## src/hdl/occ_pkg.sv

```systemverilog
// occ_pkg: shared types and constants of the occupancy cell colour map
// holds the cell class codes, register indexes, stage advance and config structs
// no dependencies
package occ_pkg;

   // field and datapath widths
   localparam int CHAN_W      = 8;
   localparam int COLOR_W     = 24;
   localparam int THR_W       = 7;
   localparam int SPAN_W      = 7;
   localparam int PROD_W      = CHAN_W + SPAN_W;
   localparam int RECIP_SHIFT = 24;
   localparam int RECIP_W     = RECIP_SHIFT + 1;
   localparam int ADDR_W      = 4;
   localparam int DATA_W      = 32;
   localparam int NUM_STAGES  = 5;

   // cells above this value start the blend
   localparam logic [THR_W-1:0] BLEND_FLOOR = 7'd20;

   // register reset values
   localparam logic [THR_W-1:0]   THR_RESET   = 7'd65;
   localparam logic [COLOR_W-1:0] UNK_RESET   = 24'h808080;
   localparam logic [COLOR_W-1:0] FREE_RESET  = 24'hFFFFFF;
   localparam logic [COLOR_W-1:0] OCC_RESET   = 24'h000000;

   // pixel class codes
   typedef enum logic [1:0] {
      CLASS_FREE    = 2'd0,
      CLASS_BLEND   = 2'd1,
      CLASS_OCC     = 2'd2,
      CLASS_UNKNOWN = 2'd3
   } cls_type;

   // register indexes, byte address is 4 times the index
   typedef enum logic [1:0] {
      REG_THRESHOLD = 2'd0,
      REG_UNKNOWN   = 2'd1,
      REG_FREE      = 2'd2,
      REG_OCCUPIED  = 2'd3
   } reg_index_type;

   // per-stage load strobes handed to the channel lanes
   typedef struct packed {
      logic st2;
      logic st3;
      logic st4;
      logic st5;
   } adv_type;

   // configuration as seen by the datapath
   typedef struct packed {
      logic [THR_W-1:0]   threshold;
      logic [COLOR_W-1:0] unknown_color;
      logic [COLOR_W-1:0] free_color;
      logic [COLOR_W-1:0] occupied_color;
      logic [SPAN_W-1:0]  span;
      logic [RECIP_W-1:0] recip;
   } cfg_type;

endpackage

```

## src/hdl/occ_req_if.sv

```systemverilog
// occ_req_if: input channel carrying one occupancy cell per transfer
// depends on nothing
interface occ_req_if;
   logic              valid;
   logic              ready;
   logic signed [7:0] cell_value;
   logic              last_cell;

   modport source (output valid, cell_value, last_cell, input ready);
   modport sink   (input valid, cell_value, last_cell, output ready);
endinterface

```

## src/hdl/occ_rsp_if.sv

```systemverilog
// occ_rsp_if: result channel carrying one RGB888 pixel per transfer
// depends on nothing
interface occ_rsp_if;
   logic       valid;
   logic       ready;
   logic [7:0] red;
   logic [7:0] green;
   logic [7:0] blue;
   logic [1:0] cell_class;
   logic       last_pixel;

   modport source (output valid, red, green, blue, cell_class, last_pixel, input ready);
   modport sink   (input valid, red, green, blue, cell_class, last_pixel, output ready);
endinterface

```

## src/hdl/occ_csr.sv

```systemverilog
// occ_csr: APB-style register file of the colour map
// holds threshold and colours, and the blend span with its reciprocal; uses occ_pkg
module occ_csr (
   input  logic                       clock,
   input  logic                       reset,
   input  logic                       csr_psel,
   input  logic                       csr_penable,
   input  logic                       csr_pwrite,
   input  logic [occ_pkg::ADDR_W-1:0] csr_paddr,
   input  logic [occ_pkg::DATA_W-1:0] csr_pwdata,
   output logic [occ_pkg::DATA_W-1:0] csr_prdata,
   output logic                       csr_pready,
   output occ_pkg::cfg_type           cfg
);

   localparam int LUT_DEPTH = 2 ** occ_pkg::THR_W;

   logic [occ_pkg::THR_W-1:0]   thr_ff,   thr_in;
   logic [occ_pkg::COLOR_W-1:0] unk_ff,   unk_in;
   logic [occ_pkg::COLOR_W-1:0] free_ff,  free_in;
   logic [occ_pkg::COLOR_W-1:0] occ_ff,   occ_in;
   logic [occ_pkg::SPAN_W-1:0]  span_ff,  span_in;
   logic [occ_pkg::RECIP_W-1:0] recip_ff, recip_in;
   logic [occ_pkg::RECIP_W-1:0] recip_lut [LUT_DEPTH];
   logic                        wr_en;
   occ_pkg::reg_index_type      reg_idx;
   logic [occ_pkg::THR_W-1:0]   wr_thr;

   // reciprocal table: floor(2^24 / (threshold - 20)), divisor taken as one where no blend exists
   for (genvar gi = 0; gi < LUT_DEPTH; gi++) begin : g_recip
      localparam int SPAN  = (gi > int'(occ_pkg::BLEND_FLOOR)) ?
                             gi - int'(occ_pkg::BLEND_FLOOR) : 1;
      localparam logic [occ_pkg::RECIP_W-1:0] RECIP =
         occ_pkg::RECIP_W'((64'd1 << occ_pkg::RECIP_SHIFT) / SPAN);
      assign recip_lut[gi] = RECIP;
   end

   // write decode
   assign wr_en   = csr_psel && csr_penable && csr_pwrite;
   assign reg_idx = occ_pkg::reg_index_type'(csr_paddr[3:2]);
   assign wr_thr  = csr_pwdata[occ_pkg::THR_W-1:0];

   // register next values
   always_comb begin
      thr_in   = thr_ff;
      unk_in   = unk_ff;
      free_in  = free_ff;
      occ_in   = occ_ff;
      span_in  = span_ff;
      recip_in = recip_ff;
      if (wr_en) begin
         case (reg_idx)
            occ_pkg::REG_THRESHOLD: begin
               thr_in   = wr_thr;
               span_in  = wr_thr - occ_pkg::BLEND_FLOOR;
               recip_in = recip_lut[wr_thr];
            end
            occ_pkg::REG_UNKNOWN:  unk_in  = csr_pwdata[occ_pkg::COLOR_W-1:0];
            occ_pkg::REG_FREE:     free_in = csr_pwdata[occ_pkg::COLOR_W-1:0];
            occ_pkg::REG_OCCUPIED: occ_in  = csr_pwdata[occ_pkg::COLOR_W-1:0];
            default: ;
         endcase
      end
   end

   // registers
   always_ff @(posedge clock) begin
      if (reset) begin
         thr_ff   <= occ_pkg::THR_RESET;
         unk_ff   <= occ_pkg::UNK_RESET;
         free_ff  <= occ_pkg::FREE_RESET;
         occ_ff   <= occ_pkg::OCC_RESET;
         span_ff  <= occ_pkg::THR_RESET - occ_pkg::BLEND_FLOOR;
         recip_ff <= recip_lut[occ_pkg::THR_RESET];
      end else begin
         thr_ff   <= thr_in;
         unk_ff   <= unk_in;
         free_ff  <= free_in;
         occ_ff   <= occ_in;
         span_ff  <= span_in;
         recip_ff <= recip_in;
      end
   end

   // read mux
   always_comb begin
      case (reg_idx)
         occ_pkg::REG_THRESHOLD: csr_prdata = {25'd0, thr_ff};
         occ_pkg::REG_UNKNOWN:   csr_prdata = {8'd0, unk_ff};
         occ_pkg::REG_FREE:      csr_prdata = {8'd0, free_ff};
         occ_pkg::REG_OCCUPIED:  csr_prdata = {8'd0, occ_ff};
         default:                csr_prdata = '0;
      endcase
   end

   assign csr_pready = 1'b1;

   assign cfg.threshold      = thr_ff;
   assign cfg.unknown_color  = unk_ff;
   assign cfg.free_color     = free_ff;
   assign cfg.occupied_color = occ_ff;
   assign cfg.span           = span_ff;
   assign cfg.recip          = recip_ff;

endmodule

```

## src/hdl/occ_lane.sv

```systemverilog
// occ_lane: one colour channel of the blend pipeline, stages two to five
// scale, reciprocal multiply, quotient correction, final add and class select; uses occ_pkg
module occ_lane (
   input  logic                       clock,
   input  occ_pkg::adv_type           adv,
   input  logic [occ_pkg::SPAN_W-1:0] span,
   input  logic [occ_pkg::RECIP_W-1:0] recip,
   input  logic [occ_pkg::SPAN_W-1:0] d1,
   input  occ_pkg::cls_type           cls4,
   input  logic [occ_pkg::CHAN_W-1:0] free_chan,
   input  logic [occ_pkg::CHAN_W-1:0] occ_chan,
   input  logic [occ_pkg::CHAN_W-1:0] unk_chan,
   output logic [occ_pkg::CHAN_W-1:0] chan_out
);

   localparam int MUL_W = occ_pkg::PROD_W + occ_pkg::RECIP_W;

   logic                        neg;
   logic [occ_pkg::CHAN_W-1:0]  mag;
   logic [occ_pkg::PROD_W-1:0]  p2_ff,   p2_in;
   logic                        neg2_ff;
   logic [MUL_W-1:0]            prod3;
   logic [occ_pkg::CHAN_W-1:0]  q3_ff,   q3_in;
   logic [occ_pkg::PROD_W-1:0]  p3_ff;
   logic                        neg3_ff;
   logic [occ_pkg::PROD_W-1:0]  qs4;
   logic [occ_pkg::PROD_W-1:0]  rem4;
   logic [occ_pkg::CHAN_W-1:0]  q4_ff,   q4_in;
   logic                        neg4_ff;
   logic [occ_pkg::CHAN_W-1:0]  blend4;
   logic [occ_pkg::CHAN_W-1:0]  chan5_ff, chan5_in;

   // sign and magnitude of occupied minus free
   assign neg = occ_chan < free_chan;
   assign mag = neg ? free_chan - occ_chan : occ_chan - free_chan;

   // stage 2: magnitude times distance above the floor
   assign p2_in = {{occ_pkg::SPAN_W{1'b0}}, mag} * {{occ_pkg::CHAN_W{1'b0}}, d1};

   // stage 3: quotient estimate, floor or one below the true quotient
   assign prod3 = {{occ_pkg::RECIP_W{1'b0}}, p2_ff} * {{occ_pkg::PROD_W{1'b0}}, recip};
   assign q3_in = prod3[occ_pkg::RECIP_SHIFT +: occ_pkg::CHAN_W];

   // stage 4: one correction step on the remainder
   assign qs4   = {{occ_pkg::SPAN_W{1'b0}}, q3_ff} * {{occ_pkg::CHAN_W{1'b0}}, span};
   assign rem4  = p3_ff - qs4;
   assign q4_in = (rem4 >= {{occ_pkg::CHAN_W{1'b0}}, span}) ? q3_ff + 8'd1 : q3_ff;

   // stage 5: step from the free colour and pick by class
   assign blend4 = neg4_ff ? free_chan - q4_ff : free_chan + q4_ff;

   always_comb begin
      case (cls4)
         occ_pkg::CLASS_FREE:    chan5_in = free_chan;
         occ_pkg::CLASS_BLEND:   chan5_in = blend4;
         occ_pkg::CLASS_OCC:     chan5_in = occ_chan;
         occ_pkg::CLASS_UNKNOWN: chan5_in = unk_chan;
         default:                chan5_in = free_chan;
      endcase
   end

   // stage registers, payload only
   always_ff @(posedge clock) begin
      if (adv.st2) begin
         p2_ff   <= p2_in;
         neg2_ff <= neg;
      end
      if (adv.st3) begin
         q3_ff   <= q3_in;
         p3_ff   <= p2_ff;
         neg3_ff <= neg2_ff;
      end
      if (adv.st4) begin
         q4_ff   <= q4_in;
         neg4_ff <= neg3_ff;
      end
      if (adv.st5) begin
         chan5_ff <= chan5_in;
      end
   end

   assign chan_out = chan5_ff;

endmodule

```

## src/hdl/occupancy_cell_colormap.sv

```systemverilog
// occupancy_cell_colormap: top level of the occupancy cell colour map
// five-stage pipeline with valid/ready flow; uses occ_pkg, occ_req_if, occ_rsp_if,
// occ_csr and occ_lane
//
// Usage:
//   req_bus carries one signed occupancy cell and a last-cell mark per transfer.
//   rsp_bus carries one RGB888 pixel, its class and the last-pixel mark per transfer,
//   in the same order as the cells.
//   The csr_ port holds the occupied threshold and the unknown, free and occupied
//   colours; write it only while no cell is in flight.
// Throughput: one cell per cycle while rsp_bus.ready stays high; five register
//   stages with a valid bit each, the blend divide being a reciprocal multiply and a
//   remainder correction.
// Reset: all stages empty, registers back to threshold 65, unknown 0x808080,
//   free 0xFFFFFF, occupied 0x000000.
// Stall: when rsp_bus.ready is low the pipeline holds in place and bubbles close up;
//   req_bus.ready drops once all five stages hold a cell.
module occupancy_cell_colormap (
   input  logic                       clock,
   input  logic                       reset,
   occ_req_if.sink                    req_bus,
   occ_rsp_if.source                  rsp_bus,
   input  logic                       csr_psel,
   input  logic                       csr_penable,
   input  logic                       csr_pwrite,
   input  logic [occ_pkg::ADDR_W-1:0] csr_paddr,
   input  logic [occ_pkg::DATA_W-1:0] csr_pwdata,
   output logic [occ_pkg::DATA_W-1:0] csr_prdata,
   output logic                       csr_pready
);

   localparam int NS = occ_pkg::NUM_STAGES;

   occ_pkg::cfg_type            cfg;
   occ_pkg::adv_type            adv;
   logic [NS-1:0]               valid_ff, valid_in;
   logic [NS-1:0]               stage_ready;
   logic [NS-1:0]               up_valid;
   logic [NS-1:0]               load;
   occ_pkg::cls_type            cls_ff  [NS];
   logic                        last_ff [NS];
   occ_pkg::cls_type            cls1_in;
   logic [occ_pkg::SPAN_W-1:0]  d1_ff, d1_in;
   logic [occ_pkg::THR_W-1:0]   cell_mag;

   // register file
   occ_csr u_csr (
      .clock       (clock),
      .reset       (reset),
      .csr_psel    (csr_psel),
      .csr_penable (csr_penable),
      .csr_pwrite  (csr_pwrite),
      .csr_paddr   (csr_paddr),
      .csr_pwdata  (csr_pwdata),
      .csr_prdata  (csr_prdata),
      .csr_pready  (csr_pready),
      .cfg         (cfg)
   );

   // ready chain from the output back to the input
   always_comb begin
      stage_ready[NS-1] = !valid_ff[NS-1] || rsp_bus.ready;
      for (int i = NS - 2; i >= 0; i--) begin
         stage_ready[i] = !valid_ff[i] || stage_ready[i+1];
      end
   end

   // valid bits and load strobes
   always_comb begin
      up_valid[0] = req_bus.valid;
      for (int i = 1; i < NS; i++) begin
         up_valid[i] = valid_ff[i-1];
      end
      for (int i = 0; i < NS; i++) begin
         load[i]     = up_valid[i] && stage_ready[i];
         valid_in[i] = stage_ready[i] ? up_valid[i] : valid_ff[i];
      end
   end

   always_ff @(posedge clock) begin
      if (reset) begin
         valid_ff <= '0;
      end else begin
         valid_ff <= valid_in;
      end
   end

   assign adv.st2 = load[1];
   assign adv.st3 = load[2];
   assign adv.st4 = load[3];
   assign adv.st5 = load[4];

   // stage 1: classify the cell
   assign cell_mag = req_bus.cell_value[occ_pkg::THR_W-1:0];
   assign d1_in    = cell_mag - occ_pkg::BLEND_FLOOR;

   always_comb begin
      if (req_bus.cell_value[7]) begin
         cls1_in = occ_pkg::CLASS_UNKNOWN;
      end else if (cell_mag >= cfg.threshold) begin
         cls1_in = occ_pkg::CLASS_OCC;
      end else if (cell_mag > occ_pkg::BLEND_FLOOR) begin
         cls1_in = occ_pkg::CLASS_BLEND;
      end else begin
         cls1_in = occ_pkg::CLASS_FREE;
      end
   end

   // class and frame mark travel with the data
   always_ff @(posedge clock) begin
      if (load[0]) begin
         cls_ff[0]  <= cls1_in;
         last_ff[0] <= req_bus.last_cell;
         d1_ff      <= d1_in;
      end
      for (int i = 1; i < NS; i++) begin
         if (load[i]) begin
            cls_ff[i]  <= cls_ff[i-1];
            last_ff[i] <= last_ff[i-1];
         end
      end
   end

   // one lane per colour channel
   occ_lane u_lane_red (
      .clock     (clock),
      .adv       (adv),
      .span      (cfg.span),
      .recip     (cfg.recip),
      .d1        (d1_ff),
      .cls4      (cls_ff[3]),
      .free_chan (cfg.free_color[23:16]),
      .occ_chan  (cfg.occupied_color[23:16]),
      .unk_chan  (cfg.unknown_color[23:16]),
      .chan_out  (rsp_bus.red)
   );

   occ_lane u_lane_green (
      .clock     (clock),
      .adv       (adv),
      .span      (cfg.span),
      .recip     (cfg.recip),
      .d1        (d1_ff),
      .cls4      (cls_ff[3]),
      .free_chan (cfg.free_color[15:8]),
      .occ_chan  (cfg.occupied_color[15:8]),
      .unk_chan  (cfg.unknown_color[15:8]),
      .chan_out  (rsp_bus.green)
   );

   occ_lane u_lane_blue (
      .clock     (clock),
      .adv       (adv),
      .span      (cfg.span),
      .recip     (cfg.recip),
      .d1        (d1_ff),
      .cls4      (cls_ff[3]),
      .free_chan (cfg.free_color[7:0]),
      .occ_chan  (cfg.occupied_color[7:0]),
      .unk_chan  (cfg.unknown_color[7:0]),
      .chan_out  (rsp_bus.blue)
   );

   // channel handshake and frame outputs
   assign req_bus.ready      = stage_ready[0];
   assign rsp_bus.valid      = valid_ff[NS-1];
   assign rsp_bus.cell_class = cls_ff[NS-1];
   assign rsp_bus.last_pixel = last_ff[NS-1];

`ifndef ASSERT_OFF
   // an accepted cell always lands in stage 1
   a_accept_lands: assert property (@(posedge clock) disable iff (reset)
      req_bus.valid && req_bus.ready |=> valid_ff[0])
      else $error("accepted cell did not enter stage 1");

   // a held stage keeps its item
   a_stall_holds: assert property (@(posedge clock) disable iff (reset)
      1'b1 |=> (($past(valid_ff & ~stage_ready) & ~valid_ff) == '0))
      else $error("stalled stage lost its item");

   // unknown pixels carry the unknown colour
   a_unknown_color: assert property (@(posedge clock) disable iff (reset)
      rsp_bus.valid && rsp_bus.cell_class == occ_pkg::CLASS_UNKNOWN |->
      {rsp_bus.red, rsp_bus.green, rsp_bus.blue} == cfg.unknown_color)
      else $error("unknown pixel colour mismatch");

   // a blended red channel lies between the free and occupied values
   a_blend_bounded: assert property (@(posedge clock) disable iff (reset)
      rsp_bus.valid && rsp_bus.cell_class == occ_pkg::CLASS_BLEND |->
      ((cfg.free_color[23:16] <= cfg.occupied_color[23:16]) ?
         (rsp_bus.red >= cfg.free_color[23:16] &&
          rsp_bus.red <= cfg.occupied_color[23:16]) :
         (rsp_bus.red <= cfg.free_color[23:16] &&
          rsp_bus.red >= cfg.occupied_color[23:16])))
      else $error("blended red outside its endpoints");
`endif

endmodule
```

## src/flat_wrapper.sv

```systemverilog
// flat-port wrapper written by rule: the top's interface ports become plain ports
module occupancy_cell_colormap_flat 
  (clock, reset, csr_psel, csr_penable, csr_pwrite, csr_paddr, csr_pwdata, csr_prdata, csr_pready, req_bus_valid, req_bus_cell_value, req_bus_last_cell, req_bus_ready, rsp_bus_valid, rsp_bus_red, rsp_bus_green, rsp_bus_blue, rsp_bus_cell_class, rsp_bus_last_pixel, rsp_bus_ready);
  occ_req_if req_bus_i ();
  occ_rsp_if rsp_bus_i ();
  input  logic clock;
  input  logic reset;
  input  logic csr_psel;
  input  logic csr_penable;
  input  logic csr_pwrite;
  input  logic [occ_pkg::ADDR_W-1:0] csr_paddr;
  input  logic [occ_pkg::DATA_W-1:0] csr_pwdata;
  output logic [occ_pkg::DATA_W-1:0] csr_prdata;
  output logic csr_pready;
  input wire logic [$bits(req_bus_i.valid)-1:0] req_bus_valid;
  input wire logic [$bits(req_bus_i.cell_value)-1:0] req_bus_cell_value;
  input wire logic [$bits(req_bus_i.last_cell)-1:0] req_bus_last_cell;
  output wire logic [$bits(req_bus_i.ready)-1:0] req_bus_ready;
  output wire logic [$bits(rsp_bus_i.valid)-1:0] rsp_bus_valid;
  output wire logic [$bits(rsp_bus_i.red)-1:0] rsp_bus_red;
  output wire logic [$bits(rsp_bus_i.green)-1:0] rsp_bus_green;
  output wire logic [$bits(rsp_bus_i.blue)-1:0] rsp_bus_blue;
  output wire logic [$bits(rsp_bus_i.cell_class)-1:0] rsp_bus_cell_class;
  output wire logic [$bits(rsp_bus_i.last_pixel)-1:0] rsp_bus_last_pixel;
  input wire logic [$bits(rsp_bus_i.ready)-1:0] rsp_bus_ready;
  assign req_bus_i.valid = req_bus_valid;
  assign req_bus_i.cell_value = req_bus_cell_value;
  assign req_bus_i.last_cell = req_bus_last_cell;
  assign req_bus_ready = req_bus_i.ready;
  assign rsp_bus_valid = rsp_bus_i.valid;
  assign rsp_bus_red = rsp_bus_i.red;
  assign rsp_bus_green = rsp_bus_i.green;
  assign rsp_bus_blue = rsp_bus_i.blue;
  assign rsp_bus_cell_class = rsp_bus_i.cell_class;
  assign rsp_bus_last_pixel = rsp_bus_i.last_pixel;
  assign rsp_bus_i.ready = rsp_bus_ready;
  occupancy_cell_colormap u_core (.clock(clock), .reset(reset), .req_bus(req_bus_i), .rsp_bus(rsp_bus_i), .csr_psel(csr_psel), .csr_penable(csr_penable), .csr_pwrite(csr_pwrite), .csr_paddr(csr_paddr), .csr_pwdata(csr_pwdata), .csr_prdata(csr_prdata), .csr_pready(csr_pready));
endmodule
```

## config.mk

```make
export PLATFORM = sky130hd
export DESIGN_NAME = occupancy_cell_colormap_flat
export DESIGN_NICKNAME = d
export VERILOG_FILES = /design/src/hdl/occ_pkg.sv /design/src/hdl/occ_req_if.sv /design/src/hdl/occ_rsp_if.sv /design/src/hdl/occ_csr.sv /design/src/hdl/occ_lane.sv /design/src/hdl/occupancy_cell_colormap.sv /design/src/flat_wrapper.sv
export SDC_FILE = /design/constraint.sdc
export NUM_CORES = 2
export LEC_CHECK = 0
export BUFFER_PORTS_ARGS = -buffer_cell sky130_fd_sc_hd__buf_2
export CAP_MARGIN = 20
export CORE_UTILIZATION = 31
export DETAILED_ROUTE_END_ITERATION = 16
export PLACE_DENSITY = 0.53
export SYNTH_ARGS = -nofsm -noshare
export SYNTH_HDL_FRONTEND = slang
export SYNTH_SLANG_ARGS = --single-unit
```

## constraint.sdc

```tcl
create_clock -name clock -period 8.6 [get_ports clock]
set_input_delay 0.43 -clock clock [delete_from_list [all_inputs] [get_ports clock]]
set_output_delay 0.43 -clock clock [all_outputs]
set_load 0.02 [all_outputs]
```

# --- After elaboration in Yosys (flattened, before gate mapping) ---
# Memory sizes are Yosys's and may differ from the RTL's. A register that Yosys moved wholly into a read port is not among the register bits.
# Index checks and enable logic that the tools add are counted.
op_classes:
  n_addsub: 20
  mul: 9
  order_cmp: 8
  eq_ne: 6
  n_mux: 26
  n_bitwise: 1
  reduce_logical: 23
op_table:
  columns: ["op", "n"]
  rows:
  - ["32-bit one-hot mux with 4 select lines", 1]
  - ["15-bit by 25-bit multiplier with 32-bit output", 3]
  - ["8-bit one-hot mux with 4 select lines", 3]
  - ["8-bit by 7-bit multiplier with 15-bit output", 6]
  - ["8-bit two-way mux", 9]
  - ["8-bit subtractor", 9]
  - ["15-bit by 7-bit >= comparator with 1-bit output", 3]
  - ["15-bit subtractor", 3]
  - ["8-bit by 1-bit adder with 8-bit output (second input constant)", 3]
  - ["8-bit adder", 3]
  - ["8-bit less-than comparator", 3]
  - ["7-bit by 5-bit subtractor with 7-bit output (second input constant)", 2]
  - ["1-bit two-way mux", 11]
  - ["2-bit == test (second input constant)", 4]
  - ["7-bit NOT with 8-bit output", 1]
  - ["2-bit AND reduction", 4]
  - ["7-bit >= comparator", 1]
  - ["7-bit by 5-bit greater-than comparator with 1-bit output (second input constant)", 1]
  - ["1-bit logical AND", 7]
  - ["1-bit zero test", 5]
  - ["1-bit logical OR", 5]
  - ["2-bit by 1-bit == test with 1-bit output (second input constant)", 2]
  - ["2-bit zero test", 2]
  - ["2-bit two-way mux", 2]
totals:
  ff_bits: 269
  mem_bits_rw: 15
  mem_bits_ro: 3200
  inputBits: 52
  elab_cells: 131
  n_memories: 3
mem_list:
  columns: ["name", "words", "word_bits", "rd", "rd_ports_with_merged_regs", "wr", "line", "text"]
  rows:
  - ["(name not given)", 128, 25, 1, 1, 0, "occ_csr.sv:56", "recip_in = recip_lut[wr_thr];"]
  - ["u_core.cls_ff", 5, 2, 5, 0, 5, "occupancy_cell_colormap.sv:40", "occ_pkg::cls_type cls_ff [NS];"]
  - ["u_core.last_ff", 5, 1, 5, 0, 5, "occupancy_cell_colormap.sv:41", "logic last_ff [NS];"]

# --- Longest topological paths before layout ---
logic_depth:
  ltp_word: 9
  ltp_mapped: 30
  depth_no_buf: 29

# --- Hierarchy ---
# From an unflattened synthesis, not the netlist that was laid out.
hier_totals:
  cells_unflattened: 6747
  area_unflattened_um2: 61028.5
modules_own_cells:
  columns: ["module", "instances", "cells_each", "area_each_um2", "seq_area_each_um2"]
  rows:
  - ["occ_lane (u_core.u_lane_green)", 1, 1932, 17768.3, 1711.6]
  - ["occ_lane (u_core.u_lane_blue)", 1, 1879, 17421.7, 1711.6]
  - ["occ_lane (u_core.u_lane_red)", 1, 1847, 17239.0, 1711.6]
  - ["occ_csr", 1, 1001, 7408.4, 2182.1]
  - ["occupancy_cell_colormap", 1, 88, 1191.1, 760.7]

# --- Worst setup path after synthesis ---
# No wires, ideal clock.
synth_path:
  path_kind: "reg2reg"
  start: "reg u_core.valid_ff[4]"
  end: "mem u_core.cls_ff[0][4] (netlist name), enable pin"
  arrival_time_ps: 6288
  slack_ps: 1689
  path_stages_with_launch: 5
  period_less_slack_ps: 6911
  cell_sequence: "dfxtp_1 > nor2b_1 > and2_1 > clkbuf_1 > a21boi_0"
synth_rtl:
  columns: ["element", "line", "text"]
  rows:
  - ["start: declaration", "occupancy_cell_colormap.sv:36", "logic [NS-1:0] valid_ff, valid_in;"]
  - ["start signal: assignment", "occupancy_cell_colormap.sv:84", "valid_ff <= valid_in;"]
  - ["end: declaration", "occupancy_cell_colormap.sv:40", null]

# --- Worst setup path in the final report ---
layout_path:
  start: "reg u_core.u_csr.recip_ff[17] (netlist name)"
  end: "reg u_core.u_lane_blue.q3_ff[7] (netlist name) (data pin)"
layout_via:
  elab_chain_cells: 1
layout_lines:
  columns: ["element", "line", "text"]
  rows:
  - ["start: declaration", "occ_csr.sv:23", "logic [occ_pkg::RECIP_W-1:0] recip_ff, recip_in;"]
  - ["15-bit by 25-bit multiplier with 32-bit output", "occ_lane.sv:41", "assign prod3 = {{occ_pkg::RECIP_W{1'b0}}, p2_ff} * {{occ_pkg::PROD_W{1'b0}}, recip};"]
  - ["net u_core.u_lane_blue.prod3[31]", "occ_lane.sv:22", "logic [MUL_W-1:0] prod3;"]
  - ["end signal: assignment", "occ_lane.sv:69", "q3_ff <= q3_in;"]
  - ["end: declaration", "occ_lane.sv:23", "logic [occ_pkg::CHAN_W-1:0] q3_ff, q3_in;"]
# The timed path passes the listed nets, and every way through them passes these cells.
# A chain may end at the register's enable or synchronous reset.

==> flow_summary_export.csv <==
group,metric,value,unit
die,num_io_pins,114,
yosys,synth_warnings,0,
die,coreArea,191000,sq um
sta,fin_setup_tns,0,ns
placement,gp_congestion,0.874,
yosys,synth-seq-cells,307,
detailed_routing,wl_per_cell,18.0,um
finish,fin_area,64600,sq um
placement,portBuffers,94,
sta,rsz0062_at_grt,"no",
clock_network,htreeDepth,2,
grt,track_usage,0.171,
placement,dp_hpwl,127,mm
hold_path,hold_path_depth,1,
outcome,status,"finished clean",
detailed_routing,vias,44300,
job,maxCapViolCount,0,
die,die_w,442,um
critical_path,arrival,7.72,ns
yosys,synth_edf_count,193,
critical_path,rr_endpoint,"u_core.u_lane_blue.q3_ff[7]",
detailed_routing,firstDrtPassIters,5,
clock_network,cts-resized-gates,0,
clock_network,clockBufferDepth,3,
yosys,ys_seq_area_frac,0.135,
hold_path,min_path_type,"input pin to flop",
critical_path,r2r_setup_slack,1.21,ns
yosys,synth_cell_types,84,
yosys,synth_area_leaders,"fa_1 (35%), ha_1 (11%), edfxtp_1 (9.7%)",
yosys,yosysTopAreaCell,"fa_1",
detailed_routing,remaining_drc_errors,0,
critical_path,critPathMaxFanout,18,
critical_path,worstSetupPathType,"flop to flop",
critical_path,r2r_cells,20,
sta,fin_crit_sh,0.859,
finish,finalNetCount,8192,
clock_network,cts_tree,"yes",
clock_network,numCtsBuffers,40,
sta,hold_viol,0,
detailed_routing,avgViaCountPerCell,4.84,
detailed_routing,drtAntennaViolNets,0,
die,dieHeight,442,um
clock_network,post_cts_buffers,0,
sta,setup_ws,1.21,ns
sta,skew,0.0499,ns
grt,grt_overflow_total,0,
detailed_routing,finalWirelength,164,mm
sta,timing.slew.headroom,0.254,
clock_network,root_buffer,"clkbuf_16",
placement,place_area,63100,sq um
clock_network,insertion_delay,0.61,ns
sta,post-route-min-period,7.39,ns
clock_network,hold_buffers,2,
hold_path,min_to,"u_core.d1_ff[1]",
critical_path,crit_path_end_kind,"flop",
critical_path,required,8.93,ns
sta,worst_pin_slew,1.12,ns
die,initial_core_util,0.314,
yosys,syn_area_per_cell,8.95,sq um
yosys,synth_ff_type,"edfxtp_1",
die,fp-row-count,160,
critical_path,cp-start-kind,"flop",
finish,final_layout_size_suffix_gt1_frac,0.0574,
yosys,synthArstFlopShare,0,
detailed_routing,drtIter0Drc,2354,
finish,final_cell_mix,"inv_1 (1,315), fa_1 (1,032), nand2_1 (906)",
finish,final_common_cell,"inv_1",
grt,grt_pass1_wl,265,mm
clock_network,cts.sinks,307,
grt,antenna_found_initial,4,
hold_path,min_from,"req_bus_cell_value[1]",
critical_path,reg2reg_from,"u_core.u_csr.recip_ff[17]",
yosys,synth_area,59900,sq um
finish,syn_to_final_growth,7.91,%
yosys,netlist.area_leader.share,0.345,
yosys,syn_inst,6691,
sta,slew_viol_final,0,
placement,dpl_worst_slack,1.21,ns
grt,grt_max_degree,67,
clock_network,clk_pin_slew,0.06,ns
die,dieArea,195000,sq um
grt,grt_pass1_vias,47400,
sta,setup_viol,0,
sta,timing.fmax,0.135,GHz
## flip-flops by register name (all words and copies together) (netlist names), 10 cells and up
| signal | cells |
|---|---|
| u_core.cls_ff | 10 |
| u_core.u_lane_red.p2_ff | 15 |
| u_core.u_lane_blue.p2_ff | 15 |
| u_core.u_csr.occ_ff | 24 |
| u_core.u_csr.unk_ff | 24 |
| u_core.u_lane_red.p3_ff | 15 |
| u_core.u_lane_green.p3_ff | 15 |
| u_core.u_lane_blue.p3_ff | 15 |
| u_core.u_csr.free_ff | 24 |
| u_core.u_csr.recip_ff | 25 |
| u_core.u_lane_green.p2_ff | 15 |
## worst max-delay path, cell delays in order, from the launching register on
cell	delay (ns)
dfxtp_1	0.95
buf_4	0.33
nand2_1	0.09
fa_1	0.54
fa_1	0.52
inv_1	0.05
fa_1	0.57
fa_1	0.45
fa_1	0.50
inv_1	0.06
fa_1	0.48
inv_1	0.08
ha_1	0.34
and4_1	0.20
nand4_1	0.09
o31ai_1	0.76
nor4_1	0.11
nor4b_1	0.48
a311o_1	0.29
a21oi_1	0.10
xnor2_1	0.13
## cells in the mapped netlist (all sizes together), types with 37 or more instances
library cell,n
xor2,41
xnor2,176
a21oi,235
inv,1315
ha,515
nand2,906
clkbuf,350
o21ai,155
edfxtp,193
nand3,58
a21o,46
a211oi,37
o211ai,43
nand2b,38
nor2b,80
dfxtp,114
nor2,181
fa,1032
and2,709
nor3,50
## layout make-up
type	instances	area, sq um
Clock buffer	51	1060
Tap cell	2511	3140
Inverter	1316	4940
Timing Repair Buffer	235	1660
Clock inverter	23	254
Multi-Input combinational cell	4693	45400
Sequential cell	307	8090
Antenna cell	7	17.5
Fill cell	19900	126000
## cell families (layout without fill, tap and decap cells)
logic type	Yosys count	in the layout	share of synthesized area
multiplexers	62	62	0.0176
adder cells (fa/ha/maj)	1547	1547	0.453
other	2	16	0.000125
flip-flops	307	307	0.135
XOR/XNOR	217	217	0.0321
AO/OA/AOI/OAI	762	762	0.0831
AND/OR/NAND/NOR	2096	2096	0.172
buffers and inverters	1698	1625	0.107
## worst max path at each step
stage / start / end / cells past startpoint
after global placement: u_core.u_lane_blue.p2_ff[4] / u_core.u_lane_blue.q3_ff[7] / 23
after floorplan: u_core.valid_ff[4] / u_core.cls_ff[0][4] / 4
after global routing: u_core.u_csr.free_ff[1] / u_core.u_lane_blue.p2_ff[14] / 27
after CTS: u_core.u_csr.free_ff[1] / u_core.u_lane_blue.p2_ff[14] / 26
after detailed placement: u_core.u_csr.free_ff[1] / u_core.u_lane_blue.p2_ff[14] / 26
final: u_core.u_csr.recip_ff[17] / u_core.u_lane_blue.q3_ff[7] / 20
## stage by stage
| step | hold WS (ns) | utilization | cells |
|---|---|---|---|
| after detailed placement | 0.405 | 0.331 | 9055 |
| after floorplan | 0.400 | - | 6698 |
| final | 0.0533 | 0.338 | 9143 |
| after CTS | 0.00534 | 0.338 | 9131 |
| after global routing | 0.0222 | 0.338 | 9136 |
| after global placement | 0.403 | 0.331 | 9055 |
## metal layers
metal / wire length, um / up-vias / GRT usage
met5: 0 / - / 0
met4: 3410 / 0 / 0.0395
met3: 6790 / 185 / 0.0181
met2: 79700 / 967 / 0.293
met1: 74600 / 22700 / 0.232
li1: - / 20500 / -
Power is left out: the tool's default activity adds up to more than one toggle a clock period on the data nets, which glitch-free logic cannot reach.
